$ cat src/nrgp_pkg.sv
// ============================================================================
// nrgp_pkg: NMEA RMC/GGA sentence parser shared types and constants
// Holds the record layout, the job passed from parser to formatter and the
// constants that both sides use.
// ============================================================================
package nrgp_pkg;

  localparam int unsigned DecWidth = 27;
  localparam logic [DecWidth-1:0] DecMax = 27'd99999999;
  localparam logic [4:0] ZoneReset = 5'd8;
  localparam int unsigned QueueDepth = 2;

  localparam logic [7:0] ChDollar = 8'h24;
  localparam logic [7:0] ChComma  = 8'h2C;
  localparam logic [7:0] ChPoint  = 8'h2E;
  localparam logic [7:0] ChZero   = 8'h30;
  localparam logic [7:0] ChNine   = 8'h39;
  localparam logic [7:0] ChA      = 8'h41;
  localparam logic [7:0] ChC      = 8'h43;
  localparam logic [7:0] ChE      = 8'h45;
  localparam logic [7:0] ChN      = 8'h4E;

  typedef enum logic {
    REC_RMC = 1'b0,
    REC_GGA = 1'b1
  } rec_type_t;

  // Raw sentence content handed from the parser to the formatter.
  typedef struct packed {
    rec_type_t            kind;
    logic [1:0]           hemi;
    logic [DecWidth-1:0]  lat;
    logic [DecWidth-1:0]  lon;
    logic [DecWidth-1:0]  speed;
    logic [DecWidth-1:0]  course;
    logic [DecWidth-1:0]  sea;
    logic [DecWidth-1:0]  ground;
    logic [5:0][3:0]      tdig;
    logic [5:0][3:0]      ddig;
  } job_t;

  typedef struct packed {
    logic        record_type;
    logic        is_north;
    logic        is_east;
    logic [18:0] lat_dms;
    logic [19:0] lon_dms;
    logic [27:0] speed_kmh_milli;
    logic [26:0] course_milli;
    logic [26:0] sea_height_milli;
    logic [26:0] ground_height_milli;
    logic [15:0] date_packed;
    logic [16:0] time_packed;
  } rec_t;

  typedef struct packed {
    logic [7:0] char_byte;
    logic       end_of_sentence;
  } in_t;

  function automatic logic [3:0] digit_or_zero(input logic [7:0] c);
    logic [7:0] d;
    d = c - ChZero;
    return (c >= ChZero && c <= ChNine) ? d[3:0] : 4'd0;
  endfunction

endpackage

$ cat src/nrgp_if.sv
// ============================================================================
// nrgp_stream_if: valid/ready channel
// Carries one payload of a chosen type between a source and a sink.
// ============================================================================
interface nrgp_stream_if #(
  parameter type T = logic
);
  logic valid;
  logic ready;
  T     data;

  modport source(output valid, output data, input ready);
  modport sink(input valid, input data, output ready);
endinterface

$ cat src/nrgp_parser.sv
// ============================================================================
// nrgp_parser: byte front end
// Tracks position, commas and field values of the sentence and, on its final
// byte, pushes one job for the formatter when a record is due.
// ============================================================================
module nrgp_parser
  import nrgp_pkg::*;
(
  input  logic     clk,
  input  logic     rst_n,
  input  logic     in_fire,
  input  in_t      in_item,
  output logic     job_push,
  output job_t     job
);

  logic [6:0]          pos_r;
  logic [3:0]          commas_r;
  logic [7:0]          type_r;
  logic                fix_r;
  logic [DecWidth-1:0] acc_r;
  logic [2:0]          frac_r;
  logic [DecWidth-1:0] saved_r [6];
  logic [1:0]          hemi_r;
  logic [5:0][3:0]     tdig_r;
  logic [5:0][3:0]     ddig_r;
  logic [2:0]          fchars_r;

  logic [7:0]          c;
  logic                clr;
  logic [6:0]          pos;
  logic [3:0]          commas;
  logic [7:0]          typ;
  logic                fix;
  logic [DecWidth-1:0] acc;
  logic [2:0]          frac;
  logic [1:0]          hemi;
  logic [5:0][3:0]     tdig;
  logic [5:0][3:0]     ddig;
  logic [2:0]          fchars;
  logic [DecWidth-1:0] saved [6];
  logic [DecWidth-1:0] sv_c [6];
  logic [3:0]          dig;
  logic [34:0]         prod;
  logic                is_digit;
  logic [2:0]          slot;

  logic [6:0]          pos_nxt;
  logic [3:0]          commas_nxt;
  logic [7:0]          type_nxt;
  logic                fix_nxt;
  logic [DecWidth-1:0] acc_nxt;
  logic [2:0]          frac_nxt;
  logic [1:0]          hemi_nxt;
  logic [5:0][3:0]     tdig_nxt;
  logic [5:0][3:0]     ddig_nxt;
  logic [2:0]          fchars_nxt;
  logic [DecWidth-1:0] saved_nxt [6];

  function automatic logic [2:0] slot_of(input logic [7:0] t, input logic [3:0] n);
    logic [2:0] s;
    s = 3'd7;
    if (t == ChC) begin
      case (n)
        4'd3: s = 3'd0;
        4'd5: s = 3'd1;
        4'd7: s = 3'd2;
        4'd8: s = 3'd3;
        default: s = 3'd7;
      endcase
    end else if (t == ChA) begin
      case (n)
        4'd9:  s = 3'd4;
        4'd11: s = 3'd5;
        default: s = 3'd7;
      endcase
    end
    return s;
  endfunction

  always_comb begin
    c   = in_item.char_byte;
    clr = (c == ChDollar);
    pos    = clr ? '0 : pos_r;
    commas = clr ? '0 : commas_r;
    typ    = clr ? '0 : type_r;
    fix    = clr ? 1'b0 : fix_r;
    acc    = clr ? '0 : acc_r;
    frac   = clr ? '0 : frac_r;
    hemi   = clr ? '0 : hemi_r;
    tdig   = clr ? '0 : tdig_r;
    ddig   = clr ? '0 : ddig_r;
    fchars = clr ? '0 : fchars_r;
    for (int i = 0; i < 6; i++) begin
      saved[i] = clr ? '0 : saved_r[i];
    end

    if (pos == 7'd5) typ = c;
    if (pos >= 7'd7 && pos <= 7'd12) tdig[3'(pos - 7'd7)] = digit_or_zero(c);

    dig      = digit_or_zero(c);
    is_digit = (c >= ChZero && c <= ChNine);
    prod     = '0;

    if (c == ChComma) begin
      slot = slot_of(typ, commas);
      if (slot != 3'd7) saved[slot] = acc;
      if (commas != 4'd15) commas = commas + 4'd1;
      acc    = '0;
      frac   = '0;
      fchars = '0;
    end else begin
      slot = 3'd7;
      if (fchars == '0) begin
        if (commas == 4'd2) fix = (c == ChA);
        else if (commas == 4'd4) hemi[0] = (c == ChN);
        else if (commas == 4'd6) hemi[1] = (c == ChE);
      end
      if (typ == ChC && commas == 4'd9 && fchars < 3'd6) ddig[fchars] = dig;
      if (c == ChPoint) begin
        if (frac == '0) frac = 3'd1;
      end else if (is_digit) begin
        // Integer digits shift the value; fraction digits add at their weight.
        if (frac == '0) begin
          prod = 35'(acc) * 35'd10 + 35'(dig) * 35'd1000;
          acc  = (prod > 35'(DecMax)) ? DecMax : prod[DecWidth-1:0];
        end else if (frac < 3'd4) begin
          case (frac)
            3'd1:    prod = 35'(acc) + 35'(dig) * 35'd100;
            3'd2:    prod = 35'(acc) + 35'(dig) * 35'd10;
            default: prod = 35'(acc) + 35'(dig);
          endcase
          acc  = (prod > 35'(DecMax)) ? DecMax : prod[DecWidth-1:0];
          frac = frac + 3'd1;
        end
      end
      if (fchars != 3'd7) fchars = fchars + 3'd1;
    end
    if (pos != 7'd127) pos = pos + 7'd1;

    // Final byte commits the open field without bumping the comma count.
    for (int i = 0; i < 6; i++) sv_c[i] = saved[i];
    if (slot_of(typ, commas) != 3'd7) sv_c[slot_of(typ, commas)] = acc;

    job.kind   = (typ == ChA) ? REC_GGA : REC_RMC;
    job.hemi   = hemi;
    job.lat    = sv_c[0];
    job.lon    = sv_c[1];
    job.speed  = sv_c[2];
    job.course = sv_c[3];
    job.sea    = sv_c[4];
    job.ground = sv_c[5];
    job.tdig   = tdig;
    job.ddig   = ddig;
    job_push   = in_fire && in_item.end_of_sentence &&
                 ((typ == ChC && fix) || typ == ChA);

    if (in_item.end_of_sentence) begin
      pos_nxt = '0; commas_nxt = '0; type_nxt = '0; fix_nxt = 1'b0;
      acc_nxt = '0; frac_nxt = '0; hemi_nxt = '0; tdig_nxt = '0;
      ddig_nxt = '0; fchars_nxt = '0;
      for (int i = 0; i < 6; i++) saved_nxt[i] = '0;
    end else begin
      pos_nxt = pos; commas_nxt = commas; type_nxt = typ; fix_nxt = fix;
      acc_nxt = acc; frac_nxt = frac; hemi_nxt = hemi; tdig_nxt = tdig;
      ddig_nxt = ddig; fchars_nxt = fchars;
      for (int i = 0; i < 6; i++) saved_nxt[i] = saved[i];
    end
  end

  always_ff @(posedge clk) begin
    if (!rst_n) begin
      pos_r <= '0; commas_r <= '0; type_r <= '0; fix_r <= 1'b0;
      acc_r <= '0; frac_r <= '0; hemi_r <= '0; tdig_r <= '0;
      ddig_r <= '0; fchars_r <= '0;
      for (int i = 0; i < 6; i++) saved_r[i] <= '0;
    end else if (in_fire) begin
      pos_r <= pos_nxt; commas_r <= commas_nxt; type_r <= type_nxt;
      fix_r <= fix_nxt; acc_r <= acc_nxt; frac_r <= frac_nxt;
      hemi_r <= hemi_nxt; tdig_r <= tdig_nxt; ddig_r <= ddig_nxt;
      fchars_r <= fchars_nxt;
      for (int i = 0; i < 6; i++) saved_r[i] <= saved_nxt[i];
    end
  end

endmodule

$ cat src/nrgp_queue.sv
// ============================================================================
// nrgp_queue: job queue
// Small register FIFO between the parser and the formatter.
// ============================================================================
module nrgp_queue
  import nrgp_pkg::*;
#(
  parameter int unsigned Depth = QueueDepth
) (
  input  logic clk,
  input  logic rst_n,
  input  logic push,
  input  job_t push_data,
  output logic full,
  output logic empty,
  input  logic pop,
  output job_t pop_data
);

  localparam int unsigned AW = (Depth > 1) ? $clog2(Depth) : 1;

  job_t                mem_r [Depth];
  logic [AW-1:0]       wr_r, rd_r;
  logic [AW:0]         cnt_r;

  assign full     = (cnt_r == (AW+1)'(Depth));
  assign empty    = (cnt_r == '0);
  assign pop_data = mem_r[rd_r];

  function automatic logic [AW-1:0] bump(input logic [AW-1:0] p);
    return (p == AW'(Depth - 1)) ? '0 : p + AW'(1);
  endfunction

  always_ff @(posedge clk) begin
    if (push) mem_r[wr_r] <= push_data;
  end

  always_ff @(posedge clk) begin
    if (!rst_n) begin
      wr_r <= '0; rd_r <= '0; cnt_r <= '0;
    end else begin
      if (push) wr_r <= bump(wr_r);
      if (pop)  rd_r <= bump(rd_r);
      cnt_r <= cnt_r + (AW+1)'(push) - (AW+1)'(pop);
    end
  end

endmodule

$ cat src/nrgp_formatter.sv
// ============================================================================
// nrgp_formatter: record back end
// Converts one job into a record over four stages: digits to numbers and
// the degree split, the clock rollover with the minute split, the day/month
// rollover with the second split, then packing.
// ============================================================================
module nrgp_formatter
  import nrgp_pkg::*;
(
  input  logic       clk,
  input  logic       rst_n,
  input  logic [4:0] zone,
  input  logic       job_valid,
  input  job_t       job,
  output logic       job_pop,
  output logic       rec_valid,
  input  logic       rec_ready,
  output rec_t       rec
);

  typedef struct packed {
    rec_type_t  kind;
    logic [1:0] hemi;
    logic [7:0] lat_deg, lon_deg;
    logic [16:0] lat_mm, lon_mm;
    logic [5:0] lat_min, lon_min;
    logic [9:0] lat_fr, lon_fr;
    logic [5:0] lat_sec, lon_sec;
    logic [29:0] spd_q;
    logic [27:0] spd_kmh;
    logic [DecWidth-1:0] course, sea, ground;
    logic [6:0] hour, minute, second, day, month, yy;
  } s1_t;

  logic  v1_r, v2_r, v3_r, v4_r;
  s1_t   s1_r, s2_r, s3_r;
  rec_t  out_r;
  logic  adv4, adv3, adv2, adv1;
  s1_t   s1_nxt, s2_nxt, s3_nxt;
  rec_t  out_nxt;

  // Pipeline moves when the stage ahead is empty or moving.
  assign adv4    = !v4_r || rec_ready;
  assign adv3    = !v3_r || adv4;
  assign adv2    = !v2_r || adv3;
  assign adv1    = !v1_r || adv2;
  assign job_pop = job_valid && adv1;
  assign rec_valid = v4_r;
  assign rec       = out_r;

  // Whole degrees of a milli value below 2^27: (m >> 5) / 3125 by reciprocal.
  function automatic logic [9:0] div100k(input logic [DecWidth-1:0] m);
    logic [44:0] p;
    p = 45'(m[26:5]) * 45'd5497559;
    return p[43:34];
  endfunction

  // Saturated degrees and the remainder below one degree.
  function automatic logic [24:0] split_deg(input logic [DecWidth-1:0] m,
                                            input logic [7:0] maxd);
    logic [9:0]  d;
    logic [16:0] mm;
    logic [7:0]  ds;
    d  = div100k(m);
    mm = 17'(m - 27'(d) * 27'd100000);
    ds = (d > 10'(maxd)) ? maxd : d[7:0];
    return {ds, mm};
  endfunction

  // Saturated minutes and the thousandths of a minute, (mm >> 3) / 125.
  function automatic logic [15:0] split_min(input logic [16:0] mm);
    logic [13:0] y;
    logic [28:0] p;
    logic [6:0]  mi;
    logic [9:0]  fr;
    logic [5:0]  ms;
    y  = mm[16:3];
    p  = 29'(y) * 29'd16778;
    mi = p[27:21];
    fr = 10'(mm - 17'(mi) * 17'd1000);
    ms = (mi > 7'd59) ? 6'd59 : mi[5:0];
    return {ms, fr};
  endfunction

  // Whole seconds of a minute fraction: fr * 60 / 1000 = ((fr * 3) >> 1) / 25.
  function automatic logic [5:0] sec_of(input logic [9:0] fr);
    logic [11:0] t;
    logic [10:0] z;
    logic [22:0] p;
    t = 12'(fr) * 12'd3;
    z = t[11:1];
    p = 23'(z) * 23'd2622;
    return p[21:16];
  endfunction

  always_comb begin
    logic [24:0] a, b;
    logic [31:0] s37;
    a = split_deg(job.lat, 8'd90);
    b = split_deg(job.lon, 8'd180);
    // Speed times 1.85 is speed * 37 / 20; the divide by 5 follows next stage.
    s37 = 32'(job.speed) * 32'd37;
    s1_nxt = '0;
    s1_nxt.kind = job.kind;
    s1_nxt.hemi = job.hemi;
    s1_nxt.lat_deg = a[24:17]; s1_nxt.lat_mm = a[16:0];
    s1_nxt.lon_deg = b[24:17]; s1_nxt.lon_mm = b[16:0];
    s1_nxt.spd_q  = s37[31:2];
    s1_nxt.course = job.course;
    s1_nxt.sea    = job.sea;
    s1_nxt.ground = job.ground;
    s1_nxt.hour   = 7'(job.tdig[0]) * 7'd10 + 7'(job.tdig[1]);
    s1_nxt.minute = 7'(job.tdig[2]) * 7'd10 + 7'(job.tdig[3]);
    s1_nxt.second = 7'(job.tdig[4]) * 7'd10 + 7'(job.tdig[5]);
    s1_nxt.day    = 7'(job.ddig[0]) * 7'd10 + 7'(job.ddig[1]);
    s1_nxt.month  = 7'(job.ddig[2]) * 7'd10 + 7'(job.ddig[3]);
    s1_nxt.yy     = 7'(job.ddig[4]) * 7'd10 + 7'(job.ddig[5]);
  end

  // Stage 2: minute split and speed divide, extra second, then zone offset.
  always_comb begin
    logic [15:0] la, lo;
    logic [59:0] sp;
    s2_nxt = s1_r;
    la = split_min(s1_r.lat_mm);
    lo = split_min(s1_r.lon_mm);
    s2_nxt.lat_min = la[15:10]; s2_nxt.lat_fr = la[9:0];
    s2_nxt.lon_min = lo[15:10]; s2_nxt.lon_fr = lo[9:0];
    sp = 60'(s1_r.spd_q) * 60'd858993460;
    s2_nxt.spd_kmh = sp[59:32];
    s2_nxt.second = s1_r.second + 7'd1;
    if (s2_nxt.second > 7'd59) begin
      s2_nxt.second = '0;
      s2_nxt.minute = s1_r.minute + 7'd1;
      if (s2_nxt.minute > 7'd59) begin
        s2_nxt.minute = '0;
        s2_nxt.hour = s1_r.hour + 7'd1;
      end
    end
    s2_nxt.hour = s2_nxt.hour + 7'(zone);
  end

  // Stage 3: second split, day and month rollover, then saturation.
  always_comb begin
    logic short_m;
    s3_nxt = s2_r;
    s3_nxt.lat_sec = sec_of(s2_r.lat_fr);
    s3_nxt.lon_sec = sec_of(s2_r.lon_fr);
    short_m = (s2_r.month == 7'd2) || (s2_r.month == 7'd4) || (s2_r.month == 7'd6) ||
              (s2_r.month == 7'd9) || (s2_r.month == 7'd11);
    if (s2_r.hour > 7'd23) begin
      s3_nxt.hour = s2_r.hour - 7'd24;
      s3_nxt.day  = s2_r.day + 7'd1;
      if (s3_nxt.day > (short_m ? 7'd30 : 7'd31)) begin
        s3_nxt.day = 7'd1; s3_nxt.month = s3_nxt.month + 7'd1;
      end
      if (s3_nxt.month == 7'd2 &&
          s3_nxt.day > ((s2_r.yy[1:0] == 2'd0) ? 7'd29 : 7'd28)) begin
        s3_nxt.day = 7'd1; s3_nxt.month = 7'd3;
      end
      if (s3_nxt.month > 7'd12) begin
        s3_nxt.month = s3_nxt.month - 7'd12;
        s3_nxt.yy = s3_nxt.yy + 7'd1;
      end
    end
    if (s3_nxt.minute > 7'd59) s3_nxt.minute = 7'd59;
    if (s3_nxt.hour > 7'd23)   s3_nxt.hour   = 7'd23;
    if (s3_nxt.day > 7'd31)    s3_nxt.day    = 7'd31;
    if (s3_nxt.month > 7'd12)  s3_nxt.month  = 7'd12;
  end

  // Stage 4: pack the record.
  always_comb begin
    logic [35:0] hd;
    hd = '0;
    out_nxt = '0;
    out_nxt.record_type = s3_r.kind;
    if (s3_r.kind == REC_GGA) begin
      out_nxt.sea_height_milli    = s3_r.sea;
      out_nxt.ground_height_milli = s3_r.ground;
    end else begin
      out_nxt.is_north = s3_r.hemi[0];
      out_nxt.is_east  = s3_r.hemi[1];
      out_nxt.lat_dms  = 19'({11'(s3_r.lat_deg), 12'd0} + {s3_r.lat_min, 6'd0} + 23'(s3_r.lat_sec));
      out_nxt.lon_dms  = 20'({12'(s3_r.lon_deg), 12'd0} + {s3_r.lon_min, 6'd0} + 24'(s3_r.lon_sec));
      out_nxt.speed_kmh_milli = s3_r.spd_kmh;
      out_nxt.course_milli = s3_r.course;
      hd = 36'(s3_r.yy) * 36'd512 + 36'(s3_r.month) * 36'd32 + 36'(s3_r.day);
      out_nxt.date_packed = hd[15:0];
      hd = 36'(s3_r.hour) * 36'd4096 + 36'(s3_r.minute) * 36'd64 + 36'(s3_r.second);
      out_nxt.time_packed = hd[16:0];
    end
  end

  always_ff @(posedge clk) begin
    if (adv1) s1_r <= s1_nxt;
    if (adv2) s2_r <= s2_nxt;
    if (adv3) s3_r <= s3_nxt;
    if (adv4) out_r <= out_nxt;
  end

  always_ff @(posedge clk) begin
    if (!rst_n) begin
      v1_r <= 1'b0; v2_r <= 1'b0; v3_r <= 1'b0; v4_r <= 1'b0;
    end else begin
      if (adv1) v1_r <= job_pop;
      if (adv2) v2_r <= v1_r;
      if (adv3) v3_r <= v2_r;
      if (adv4) v4_r <= v3_r;
    end
  end

endmodule

$ cat src/nmea_rmc_gga_sentence_parser.sv
// ============================================================================
// nmea_rmc_gga_sentence_parser: NMEA 0183 RMC/GGA sentence parser
// Byte-serial front end feeding a queue of finished sentences and a
// four-stage formatter that builds position/time and height records.
// ============================================================================
//  channel | dir | payload                          | handshake
//  in      | in  | char_byte, end_of_sentence       | valid/ready
//  out     | out | record_type .. time_packed       | valid/ready
//  cfg     | in  | zone_offset_hours                | write enable
//
// One byte is taken each cycle while the job queue has room; the parser
// state updates in that cycle. A record's job enters the queue on its final
// byte and then passes through the formatter stages to the output. Reset is
// synchronous and clears all sentence state; the zone returns to 8. A stalled
// output backs up the formatter, then the queue, then the input.
module nmea_rmc_gga_sentence_parser
  import nrgp_pkg::*;
#(
  parameter int unsigned QDepth = QueueDepth
) (
  input  logic       clk,
  input  logic       rst_n,
  nrgp_stream_if.sink   in_ch,
  nrgp_stream_if.source out_ch,
  input  logic       cfg_we,
  input  logic [4:0] cfg_wdata
);

  logic [4:0] zone_r;
  logic       in_fire, job_push, q_full, q_empty, job_pop;
  job_t       job_in, job_out;
  in_t        in_item;
  rec_t       rec;

  assign in_item   = in_ch.data;
  assign in_ch.ready = !q_full;
  assign in_fire   = in_ch.valid && !q_full;

  always_ff @(posedge clk) begin
    if (!rst_n) zone_r <= ZoneReset;
    else if (cfg_we) zone_r <= cfg_wdata;
  end

  nrgp_parser u_parser (
    .clk, .rst_n, .in_fire, .in_item, .job_push, .job(job_in)
  );

  nrgp_queue #(.Depth(QDepth)) u_queue (
    .clk, .rst_n, .push(job_push), .push_data(job_in), .full(q_full),
    .empty(q_empty), .pop(job_pop), .pop_data(job_out)
  );

  nrgp_formatter u_fmt (
    .clk, .rst_n, .zone(zone_r), .job_valid(!q_empty), .job(job_out),
    .job_pop, .rec_valid(out_ch.valid), .rec_ready(out_ch.ready), .rec
  );

  assign out_ch.data = rec;

  a_no_pop_empty: assert property (@(posedge clk) disable iff (!rst_n)
    job_pop |-> !q_empty) else $error("pop from empty job queue");
  a_no_push_full: assert property (@(posedge clk) disable iff (!rst_n)
    job_push |-> !q_full) else $error("push into full job queue");
  a_gga_zero: assert property (@(posedge clk) disable iff (!rst_n)
    (out_ch.valid && rec.record_type == REC_GGA) |-> (rec.lat_dms == '0 && rec.time_packed == '0))
    else $error("GGA record carries RMC fields");

endmodule
$ cat src/flat_wrapper.sv
// flat-port wrapper written by rule: the top's interface ports become plain ports
module nmea_rmc_gga_sentence_parser_flat import nrgp_pkg::*;
#(
  parameter int unsigned QDepth = QueueDepth
)
  (clk, rst_n, cfg_we, cfg_wdata, in_ch_valid, in_ch_data, in_ch_ready, out_ch_valid, out_ch_data, out_ch_ready);
  nrgp_stream_if in_ch_i ();
  nrgp_stream_if out_ch_i ();
  input  logic clk;
  input  logic rst_n;
  input  logic cfg_we;
  input  logic [4:0] cfg_wdata;
  input wire logic [$bits(in_ch_i.valid)-1:0] in_ch_valid;
  input wire logic [$bits(in_ch_i.data)-1:0] in_ch_data;
  output wire logic [$bits(in_ch_i.ready)-1:0] in_ch_ready;
  output wire logic [$bits(out_ch_i.valid)-1:0] out_ch_valid;
  output wire logic [$bits(out_ch_i.data)-1:0] out_ch_data;
  input wire logic [$bits(out_ch_i.ready)-1:0] out_ch_ready;
  assign in_ch_i.valid = in_ch_valid;
  assign in_ch_i.data = in_ch_data;
  assign in_ch_ready = in_ch_i.ready;
  assign out_ch_valid = out_ch_i.valid;
  assign out_ch_data = out_ch_i.data;
  assign out_ch_i.ready = out_ch_ready;
  nmea_rmc_gga_sentence_parser #(.QDepth(QDepth)) u_core (.clk(clk), .rst_n(rst_n), .in_ch(in_ch_i), .out_ch(out_ch_i), .cfg_we(cfg_we), .cfg_wdata(cfg_wdata));
endmodule
$ cat config.mk
export PLATFORM = sky130hd
export DESIGN_NAME = nmea_rmc_gga_sentence_parser_flat
export DESIGN_NICKNAME = d
export VERILOG_FILES = /design/src/nrgp_pkg.sv /design/src/nrgp_if.sv /design/src/nrgp_parser.sv /design/src/nrgp_queue.sv /design/src/nrgp_formatter.sv /design/src/nmea_rmc_gga_sentence_parser.sv /design/src/flat_wrapper.sv
export SDC_FILE = /design/constraint.sdc
export NUM_CORES = 1
export LEC_CHECK = 0
export BUFFER_PORTS_ARGS = -buffer_cell sky130_fd_sc_hd__buf_2
export CAP_MARGIN = 10
export CORE_ASPECT_RATIO = 0.75
export CORE_MARGIN = 2
export CORE_UTILIZATION = 25
export DETAILED_ROUTE_END_ITERATION = 8
export PLACE_DENSITY = 0.44
export SLEW_MARGIN = 5
export SYNTH_ARGS = -nofsm -noshare
export SYNTH_HDL_FRONTEND = slang
export SYNTH_SLANG_ARGS = --single-unit
$ cat constraint.sdc
create_clock -name clk -period 2.9 [get_ports clk]
set_input_delay 0.145 -clock clk [delete_from_list [all_inputs] [get_ports clk]]
set_output_delay 0.145 -clock clk [all_outputs]
set_load 0.05 [all_outputs]
After elaboration in Yosys (flattened, before gate mapping)
Memory sizes are Yosys's and may differ from the RTL's. A register that Yosys moved wholly into a read port is not among the register bits.
Index checks and enable logic that the tools add are counted.
{"block": "classes", "addsub": 10, "mul": 1, "magnitude_cmp": 5, "mux": 29, "eq_ne": 5, "bitwise": 8, "reduce_logical": 22}
{"op": "162-bit 2-to-1 mux", "count": 1}
{"op": "27-bit 2-to-1 mux", "count": 6}
{"op": "24-bit 2-to-1 mux", "count": 3}
{"op": "24-bit bitwise AND", "count": 1}
{"op": "24-bit NOT", "count": 1}
{"op": "8-bit by 7-bit equality test with 1-bit output (second input constant)", "count": 2}
{"op": "8-bit 2-to-1 mux", "count": 2}
{"op": "7-bit by 1-bit adder with 7-bit output (second input constant)", "count": 2}
{"op": "7-bit 2-to-1 mux", "count": 2}
{"op": "4-bit demux with 3-bit select", "count": 1}
{"op": "1-bit 2-to-1 mux", "count": 12}
{"op": "7-bit by 4-bit adder with 7-bit output", "count": 1}
{"op": "7-bit by 3-bit equality test with 1-bit output (second input constant)", "count": 1}
{"op": "7-bit by 3-bit greater-or-equal comparator with 1-bit output (second input constant)", "count": 1}
{"op": "7-bit by 6-bit greater-than comparator with 1-bit output (second input constant)", "count": 1}
{"op": "7-bit by 4-bit less-or-equal comparator with 1-bit output (second input constant)", "count": 1}
{"op": "1-bit logical AND", "count": 7}
{"op": "7-bit inequality test (second input constant)", "count": 1}
{"op": "1-bit zero test", "count": 6}
{"op": "4-bit by 3-bit multiplier with 6-bit output (second input constant)", "count": 1}
{"op": "1-bit bitwise OR", "count": 6}
{"op": "1-bit logical OR", "count": 5}
{"op": "3-bit by 4-bit less-than comparator with 1-bit output (second input constant)", "count": 1}
{"op": "4-bit 2-to-1 mux", "count": 1}
{"op": "other kinds (12)", "count": 14}
{"block": "totals", "mem_bits_rw": 588, "reg_bits": 87, "memories": 2, "in_bits": 11}
{"memory": "u_core.u_queue.mem_r", "words": 2, "word_bits": 213, "rd": 1, "rd_ports_with_merged_regs": 1, "write_ports": 1, "line": "nrgp_queue.sv:22", "text": "job_t mem_r [Depth];"}
{"memory": "u_core.u_parser.saved_r", "words": 6, "word_bits": 27, "rd": 6, "rd_ports_with_merged_regs": 0, "write_ports": 6, "line": "nrgp_parser.sv:23", "text": "logic [DecWidth-1:0] saved_r [6];"}

Logic depth before layout (Yosys ltp)
Gate-level depths: netlist (run 1).
{"block": "depth", "depth_word": 9, "mapped_depth": 11}

Modules after synthesis
Synthesis (run 1) repeated with hierarchy kept, for this count alone.
{"block": "hier_totals", "cells_unflattened": 9758, "hier_area_um2": 113956.8}
{"mod": "nrgp_formatter", "cells_per_inst": 6337, "seq_area_each_um2": 23532.6, "area_per_inst_um2": 75346.0, "instances": 1}
{"mod": "nrgp_parser", "cells_per_inst": 2717, "seq_area_each_um2": 6926.6, "area_per_inst_um2": 22103.7, "instances": 1}
{"mod": "nrgp_queue", "cells_per_inst": 684, "seq_area_each_um2": 12892.4, "area_per_inst_um2": 16299.4, "instances": 1}
{"mod": "nmea_rmc_gga_sentence_parser", "cells_per_inst": 20, "seq_area_each_um2": 100.1, "area_per_inst_um2": 207.7, "instances": 1}

Worst setup path before layout (run 1)
Ideal clock, no wire load.
{"block": "synth_path", "path_kind": "reg-to-reg", "start": "register with a tool-made name", "end": "register u_core.u_fmt.s1_r[27] in the netlist's numbering, data pin", "path_buffers": 1, "synth_period_minus_slack_ns": 2.516, "arrival_ns": 2.248, "path_slack_ns": 0.384, "setup_time_ns": 0.268, "stages_incl_launch_ff": 9, "path_cell_list": "dfxtp_1 -> buf_2 -> mux2_2 -> ha_1 -> ha_1 -> inv_1 -> fa_1 -> nor3b_1 -> xnor3_1"}
{"item": "to (signal assigned)", "line": "nrgp_formatter.sv:196", "text": "if (adv1) s1_r <= s1_nxt;"}
{"item": "to (decl)", "line": "nrgp_formatter.sv:36", "text": "s1_t s1_r, s2_r, s3_r;"}

==> flow_summary.json, run 1 <==
{
  "skew_ns": 0.005827,
  "fin_tns_setup_ns": 0,
  "cts_tree": "built",
  "critPathKind": "register to register",
  "critPathSlowestCell": "fa_1",
  "post-route-min-period_ns": 2.583,
  "num-fill-cells": 1110,
  "synth.most_common_cell": "dfxtp_1",
  "numCtsBuffers": 9,
  "hold_class": "input port to register",
  "die-height_um": 94.92,
  "io_pins": 14,
  "antenna_left": 0,
  "synth_area_leaders": "edfxtp_1, dfxtp_1, ha_1",
  "htree_num_levels": 3,
  "dr_wl_met3_um": 209,
  "cp-start-kind": "register",
  "ys_top_cells_by_count": "dfxtp_1, edfxtp_1, and2_1, nor2_1, ha_1",
  "grt_first_pass_wirelength_um": 7941,
  "start_util_pct": 25.47,
  "clock-sinks": 63,
  "rows": 33,
  "synth_edf_count": 31,
  "ff_latch_area_um2": 1572,
  "overflow": 0,
  "period_share_pct": 89.06,
  "syn_inst": 226,
  "cts_resized": 0,
  "cts_setup_buffers": 0,
  "yosys_warnings": 0,
  "crit_required_ns": 2.96,
  "cts.clk_slew.worst_paths_ns": 0.05,
  "die_area_um2": 11890,
  "wl_met2_um": 1756,
  "hold_violations": 0,
  "ir_worst_vdd_mv": 0.2617,
  "vias_per_cell": 4.202,
  "powerDensity_nw_per_um2": 717.8,
  "max_freq_mhz": 387.2,
  "synth_top_area_cell": "edfxtp_1",
  "grt_pass1_vias": 1611,
  "path_max_fanout": 5,
  "highest_layer": "met4",
  "dr_total_vias": 1626,
  "slowest_delay_ns": 0.44,
  "grt_start_max_net_pins": 12,
  "synth_ff_type": "dfxtp_1",
  "status": "finished clean",
  "syn_nets": 252,
  "antenna_found_initial": 0,
  "cts-root-buf": "clkbuf_16",
  "arrival_ns": 2.64,
  "slew_viol_final": 0,
  "clk_latency_ns": 0.32,
  "die_width_um": 125.2,
  "cp_common_cell": "ha_1",
  "crit_path_end_kind": "register",
  "gp_congestion": 0.7547,
  "p_leak_uw": 0.001333,
  "grt_setup_unrepaired": "false",
  "insertedDiodeCount": 0,
  "fin_util_pct": 30.29,
  "async_flop_share_pct": 0,
  "drive_gt1_share_pct": 16.19,
  "cts_hold_buffers": 0,
  "wl_met1_um": 2515,
  "dr.pass1.iters": 4,
  "portBuffers": 7,
  "relSlewSlack_pct": 62.63,
  "hpwl_um": 3277,
  "track_usage_pct": 8.895,
  "setup_violations": 0,
  "crit_chain": "mux2_2 > ha_1 > ha_1 > inv_1 > fa_1 > nor3b_1 > xnor3_1",
  "synth.distinct_cells": 45,
  "wire_per_inst_um": 11.83,
  "clock_path_buffers": 2,
  "route.detailed.drc": 0,
  "wirelength_um": 4580,
  "nNetsFinal": 268,
  "multiInputGateArea_um2": 1116,
  "dr.first_iter.drc_count": 117,
  "synth_top_area_share_pct": 33.79,
  "seq_area_frac_synth_pct": 57.04,
  "synth_seq_cells": 63,
  "synth.cell_area_um2": 2755,
  "coreArea_um2": 10820,
  "drv_cap": 0,
  "tightest_slew_ns": 0.5579,
  "synthToLayoutAreaGrowth_pct": 18.94,
  "synth_area_per_cell_um2": 12.19
}
## metrics by stage
step	hold WS (ns)	cell area, um^2	power [uW]	instances	setup slack (ns)
after global routing	0.1635	3277	2464	387	0.2006
after detailed placement	0.4075	2965	1276	371	0.3221
after CTS	0.1539	3277	2383	387	0.3098
after floorplan	0.2667	2755	1213	226	0.3845
after global placement	0.4052	2965	1275	371	0.3497
final	0.1618	3277	2352	387	0.3172
## cell families after synthesis
group	after synthesis	synth area share, %
AO/OA/AOI/OAI	33	8.039
XOR/XNOR	8	3.043
adder cells (fa/ha/maj)	15	7.357
buffers and inverters	17	2.452
flip-flops	63	57.04
multiplexers	11	4.360
AND/OR/NAND/NOR	79	17.71
## registers in the layout, indices dropped and copies added (netlist names), named ones only
register and count:
u_core.u_fmt.out_nxt 1, u_core.u_queue.mem_r 18, u_core.u_queue.rd_r 1, u_core.u_queue.cnt_r 2, u_core.u_parser.type_r 8, u_core.u_queue.wr_r 1
u_core.u_fmt.rec 1, u_core.u_fmt.rec_valid 1, u_core.u_fmt.s1_r 8, u_core.u_fmt.v2_r 1, u_core.u_fmt.v3_r 1, u_core.u_parser.tdig_r 8
u_core.u_fmt.s3_r 1, u_core.u_fmt.s2_r 2, u_core.u_parser.pos_r 7, u_core.u_fmt.v1_r 1
## worst max-delay path: cells and delay by family (launching register included)
| family | cells | cell delay, ns |
|---|---|---|
| xor+xnor | 1 | 0.25 |
| fa+ha+maj | 3 | 0.93 |
| buf+inv | 1 | 0.06 |
| flops | 1 | 0.43 |
| mux | 1 | 0.40 |
| simple gates | 1 | 0.24 |
## layout make-up
class | count | area share (%)
Inverter | 12 | 1.375
Sequential cell | 63 | 47.96
Clock inverter | 3 | 1.222
Timing Repair Buffer | 10 | 1.756
Clock buffer | 13 | 8.286
Multi-Input combinational cell | 146 | 34.06
Tap cell | 140 | 5.346
## where the power goes
group | internal, uW | switching, uW
Sequential | 966 | 37.4
Clock | 737 | 358
Combinational | 106 | 147
Total | 1810 | 543
## final timing paths
| check | startpoint | end | slack (ns) | cells after the start |
|---|---|---|---|---|
| min reg2reg | u_core.u_fmt.s1_r[277] | u_core.u_fmt.s2_r[277] | 0.42 | 0 |
| max reg2reg | register | u_core.u_fmt.s1_r[27] | 0.32 | 7 |
| min | out_ch_ready | u_core.u_fmt.rec_valid | 0.16 | 3 |
| max | register | u_core.u_fmt.s1_r[27] | 0.32 | 7 |
## per-layer routing
| metal | up-vias | track usage [%] |
|---|---|---|
| met5 | - | 0 |
| met4 | 0 | 4.722 |
| met3 | 8 | 3.966 |
| met2 | 28 | 11.55 |
| met1 | 748 | 12.22 |
| li1 | 842 | - |
## cell usage in the layout, fill, tap and decap left out, drive strengths merged, types with 9 or more instances in the layout
| master | instances |
|---|---|
| and2 | 18 |
| buf | 10 |
| clkbuf | 13 |
| nor2 | 17 |
| ha | 13 |
| a21oi | 12 |
| inv | 12 |
| dfxtp | 32 |
| nand2 | 9 |
| edfxtp | 31 |
| nor2b | 11 |
Note: power is estimated with default switching activity, not from simulation.
==> inputs of run 2 (changes only) <==
Settings changed: CELL_PAD_IN_SITES_DETAIL_PLACEMENT set to 1, CELL_PAD_IN_SITES_GLOBAL_PLACEMENT set to 1, CTS_BUF_LIST set to sky130_fd_sc_hd__clkbuf_16, GPL_ROUTABILITY_DRIVEN set to 0, PLACE_DENSITY 0.44 to 0.5.
==> flow_summary.json, run 2 (synthesized netlist as in run 1, its figures left out) <==
{
  "status": "finished clean",
  "io_pins": 14,
  "overflow": 0,
  "reg2reg_to": "u_core.u_fmt.s1_r[27]",
  "regMostFlops": "u_core.u_queue.mem_r",
  "period_share_pct": 90.49,
  "clock_path_buffers": 2,
  "relSlewSlack_pct": 62.86,
  "critPathKind": "register to register",
  "track_usage_pct": 9.610,
  "largest_reg_flops": 18,
  "crit_required_ns": 2.97,
  "clock-sinks": 63,
  "route.detailed.drc": 0,
  "ir_worst_vdd_mv": 0.2722,
  "coreArea_um2": 10820,
  "grt_setup_unrepaired": "false",
  "fin_tns_setup_ns": 0,
  "wire_per_inst_um": 12.93,
  "antenna_left": 0,
  "slew_viol_final": 0,
  "grt.busiest_layer": "met2",
  "grt_first_pass_wirelength_um": 8645,
  "dr.pass1.iters": 4,
  "cp-start-kind": "register",
  "cts_setup_buffers": 0,
  "fin_util_pct": 30.03,
  "dr_total_vias": 1664,
  "powerDensity_nw_per_um2": 697.6,
  "die-height_um": 94.92,
  "nNetsFinal": 268,
  "holdPathStages": 3,
  "dr.first_iter.drc_count": 42,
  "grt_use_met3_pct": 4.589,
  "die_width_um": 125.2,
  "hpwl_um": 3528,
  "instances_no_fill": 387,
  "path_max_fanout": 6,
  "finish.instance_area_um2": 3248,
  "cts.clk_slew.worst_paths_ns": 0.06,
  "die_area_um2": 11890,
  "hold_violations": 0,
  "mostFrequentLayoutCells": "dfxtp_1, edfxtp_1, nor2_1, and2_1, ha_1",
  "arrival_ns": 2.69,
  "numCtsBuffers": 9,
  "skew_ns": 0.005324,
  "wirelength_um": 5005,
  "clk_latency_ns": 0.33,
  "cts_resized": 0,
  "drv_cap": 0,
  "worst-r2r-setup-slack_ns": 0.28,
  "drive_gt1_share_pct": 17.00,
  "hold_class": "input port to register",
  "insertedDiodeCount": 0,
  "vias_per_cell": 4.300,
  "dp_cells": 371,
  "final_common_cell": "dfxtp_1",
  "met1_usage_pct": 12.11,
  "portBuffers": 7,
  "use_met2_pct": 13.95,
  "crit_path_end_kind": "register",
  "cts_tree": "built",
  "post-route-min-period_ns": 2.624,
  "placed_cell_area_um2": 2965,
  "cts-root-buf": "clkbuf_16",
  "reg2reg_depth": 7,
  "synthToLayoutAreaGrowth_pct": 17.89,
  "hold_path_end": "u_core.u_fmt.rec_valid",
  "tightest_slew_ns": 0.5545,
  "finalHoldWorstSlack_ns": 0.1434,
  "rows": 33,
  "htree_num_levels": 3,
  "max_freq_mhz": 381.1,
  "grt_start_max_net_pins": 12,
  "min_from": "out_ch_ready",
  "grt_pass1_vias": 1719,
  "antenna_found_initial": 0,
  "p_leak_uw": 0.001327,
  "setup_violations": 0,
  "start_util_pct": 25.47,
  "cts_hold_buffers": 0
}
-- run 2: area by class of cell --
class / count / area (um^2)
Clock inverter: 6 / 32.53
Multi-Input combinational cell: 146 / 1116
Clock buffer: 10 / 250.2
Timing Repair Buffer: 10 / 57.56
Fill cell: 1190 / 7570
Sequential cell: 63 / 1572
Inverter: 12 / 45.04
Tap cell: 140 / 175.2
-- run 2: stage by stage --
stage	setup WS (ns)	power, uW
floorplan	0.3845	1213
global placement	0.2987	1277
detailed placement	0.2686	1281
CTS	0.2564	2316
global route	0.07904	2389
finish	0.2757	2266
-- run 2: worst max path at each step --
stage / slack (ns) / cells after the start / endpoint / from
floorplan: 0.38 / 8 / u_core.u_fmt.s1_r[27] / register
global placement: 0.30 / 7 / u_core.u_fmt.s1_r[27] / register
detailed placement: 0.27 / 7 / u_core.u_fmt.s1_r[27] / register
CTS: 0.26 / 7 / u_core.u_fmt.s1_r[27] / register
global route: 0.08 / 8 / u_core.u_fmt.s1_r[27] / register
finish: 0.28 / 7 / u_core.u_fmt.s1_r[27] / register
-- run 2: where the power goes --
group          switching [uW]  internal (uW)
clock                     386            623
combinational             145            107
sequential               39.7            965
total                     571           1700
-- run 2: worst max-delay path, stage by stage, from the launching register on --
cell and delay (ns):
dfxtp_1 0.46, mux2_2 0.41, ha_1 0.30, ha_1 0.19, inv_1 0.07, fa_1 0.44
nor3b_1 0.24, xnor3_1 0.25
-- run 2: per-layer routing --
| layer | vias up | share of wire [%] |
|---|---|---|
| li1 | 845 | - |
| met1 | 792 | 53 |
| met2 | 19 | 42 |
| met3 | 8 | 3.5 |
| met4 | 0 | 1.9 |
| met5 | - | 0 |
==> inputs of run 3 (changes only) <==
Settings changed: ABC_AREA set to 1, CORE_UTILIZATION 25 to 35, PLACE_DENSITY 0.5 to 0.66.
==> flow_summary.json, run 3 <==
{
  "status": "finished clean",
  "rows": 28,
  "largest_reg_flops": 18,
  "period_share_pct": 83.77,
  "ys_top_cells_by_count": "nand2_1, nor2_1, inv_1, dfxtp_1, edfxtp_1",
  "crit_chain": "mux2_2 > ha_1 > ha_1 > inv_1 > fa_1 > nor2_1 > nand2_1 > inv_1 > nor2_1",
  "drv_cap": 0,
  "vias_per_cell": 4.477,
  "critPathSlowestCell": "dfxtp_1",
  "async_flop_share_pct": 0,
  "cp-start-kind": "register",
  "grt_start_max_net_pins": 16,
  "antenna_found_initial": 0,
  "cts-root-buf": "clkbuf_16",
  "final_common_cell": "nand2_1",
  "clk_latency_ns": 0.32,
  "synthAdderAreaFrac_pct": 7.146,
  "mostFrequentLayoutCells": "nand2_1, nor2_1, inv_1",
  "hold_class": "input port to register",
  "crit_required_ns": 2.98,
  "cts_tree": "built",
  "slew_viol_final": 0,
  "overflow": 0,
  "antenna_left": 0,
  "synth_ff_type": "dfxtp_1",
  "synth_compound_area_share_pct": 3.926,
  "clock_path_buffers": 2,
  "start_util_pct": 35.98,
  "hold_violations": 0,
  "numCtsBuffers": 9,
  "synth_top_area_cell": "edfxtp_1",
  "crit_path_end_kind": "register",
  "synth.distinct_cells": 27,
  "tightest_slew_ns": 0.7930,
  "grt_first_pass_wirelength_um": 8963,
  "insertedDiodeCount": 0,
  "ff_latch_area_um2": 1572,
  "ir_worst_vdd_mv": 0.2658,
  "yosys_warnings": 0,
  "die-height_um": 81.96,
  "synthToLayoutAreaGrowth_pct": 16.23,
  "worst_slack_ns": 0.4706,
  "synth_top_area_share_pct": 32.82,
  "drive_gt1_share_pct": 14.64,
  "htree_num_levels": 3,
  "synthSimpleGateAreaFrac_pct": 21.48,
  "cts.clk_slew.worst_paths_ns": 0.05,
  "portBuffers": 7,
  "synth_area_leaders": "edfxtp_1, dfxtp_1, nand2_1",
  "relSlewSlack_pct": 46.94,
  "syn_inst": 300,
  "track_usage_pct": 13.44,
  "grt_pass1_vias": 1933,
  "synth_area_per_cell_um2": 9.455,
  "cts_resized": 0,
  "syn_nets": 326,
  "p_leak_uw": 0.001438,
  "hpwl_um": 3803,
  "powerDensity_nw_per_um2": 764.5,
  "seq_area_frac_synth_pct": 55.40,
  "post-route-min-period_ns": 2.429,
  "arrival_ns": 2.51,
  "die_area_um2": 8848,
  "slowest_delay_ns": 0.45,
  "route.detailed.drc": 0,
  "synth_edf_count": 31,
  "synth_top_family_by_area": "simple AND/OR/NAND/NOR gates",
  "place_ws_ns": 0.4918,
  "clock-sinks": 63,
  "path_max_fanout": 7,
  "fin_tns_setup_ns": 0,
  "wire_per_inst_um": 12.40,
  "dr_total_vias": 1907,
  "max_freq_mhz": 411.6,
  "nNetsFinal": 342,
  "synth.most_common_cell": "nand2_1",
  "io_pins": 14,
  "wirelength_um": 5282,
  "skew_ns": 0.005272,
  "dr.first_iter.drc_count": 57,
  "regMostFlops": "u_core.u_queue.mem_r",
  "synthMuxAreaShare_pct": 2.779,
  "critPathKind": "register to register",
  "dr.pass1.iters": 4,
  "multiInputGateArea_um2": 1046,
  "cts_setup_buffers": 0,
  "cts_hold_buffers": 0,
  "grt_setup_unrepaired": "false",
  "num-fill-cells": 916,
  "synth_seq_cells": 63,
  "synth.cell_area_um2": 2836,
  "coreArea_um2": 7883,
  "fin_util_pct": 41.83,
  "setup_violations": 0,
  "synth_xor_area_share_pct": 1.544,
  "die_width_um": 108.0
}
## run 3: power breakdown
group	switching (uW)	leakage, uW	internal, uW
clock	379	0.000153	745
combinational	228	0.000669	126
sequential	52.2	0.000616	989
## run 3: worst paths after layout
kind / start / to / slack, ns / cells after the start
max: register / u_core.u_fmt.s1_r[27] / 0.47 / 9
min: out_ch_ready / u_core.u_fmt.rec_valid / 0.13 / 4
max reg2reg: register / u_core.u_fmt.s1_r[27] / 0.47 / 9
min reg2reg: u_core.u_fmt.s2_r[21] / u_core.u_fmt.s3_r[21] / 0.42 / 0
## run 3: logic make-up (layout without fill, tap and decap cells)
group / after synthesis / in the layout
XOR/XNOR: 5 / 5
AO/OA/AOI/OAI: 22 / 22
adder cells (fa/ha/maj): 15 / 15
buffers and inverters: 53 / 74
flip-flops: 63 / 63
multiplexers: 7 / 7
AND/OR/NAND/NOR: 135 / 135
## run 3: metrics by stage
| stage | total power, uW | instance area (um^2) | hold slack (ns) | instances |
|---|---|---|---|---|
| after floorplan | 1334 | 2836 | 0.3442 | 300 |
| after global placement | 1396 | 2983 | 0.4018 | 410 |
| after detailed placement | 1418 | 2983 | 0.4056 | 410 |
| after CTS | 2556 | 3297 | 0.1225 | 426 |
| after global routing | 2649 | 3297 | 0.1551 | 426 |
| final | 2520 | 3297 | 0.1292 | 426 |
## run 3: layout make-up
class / count / share of cell area (%)
sequential: 63 / 47.67
timing repair buffer: 9 / 1.518
clock inverter: 7 / 2.694
clock buffer: 9 / 6.831
inverter: 49 / 5.579
tap: 105 / 3.985
multi-input combinational: 184 / 31.73
## run 3: layer usage
layer / share of wire, % / up-vias / global-route usage, %
met3: 3.2 / 5 / 5.238
met2: 48 / 17 / 22.89
met5: 0 / - / 0
met1: 48 / 897 / 16.07
li1: - / 988 / -
met4: 0.91 / 0 / 3.462
## run 3: worst max-delay path: cells and delay by family (launching register included)
kind | cells | cell delay [ns]
buffers and inverters | 2 | 0.12
adder cells (fa/ha/maj) | 3 | 0.93
AND/OR/NAND/NOR | 3 | 0.26
multiplexers | 1 | 0.42
flip-flops | 1 | 0.45
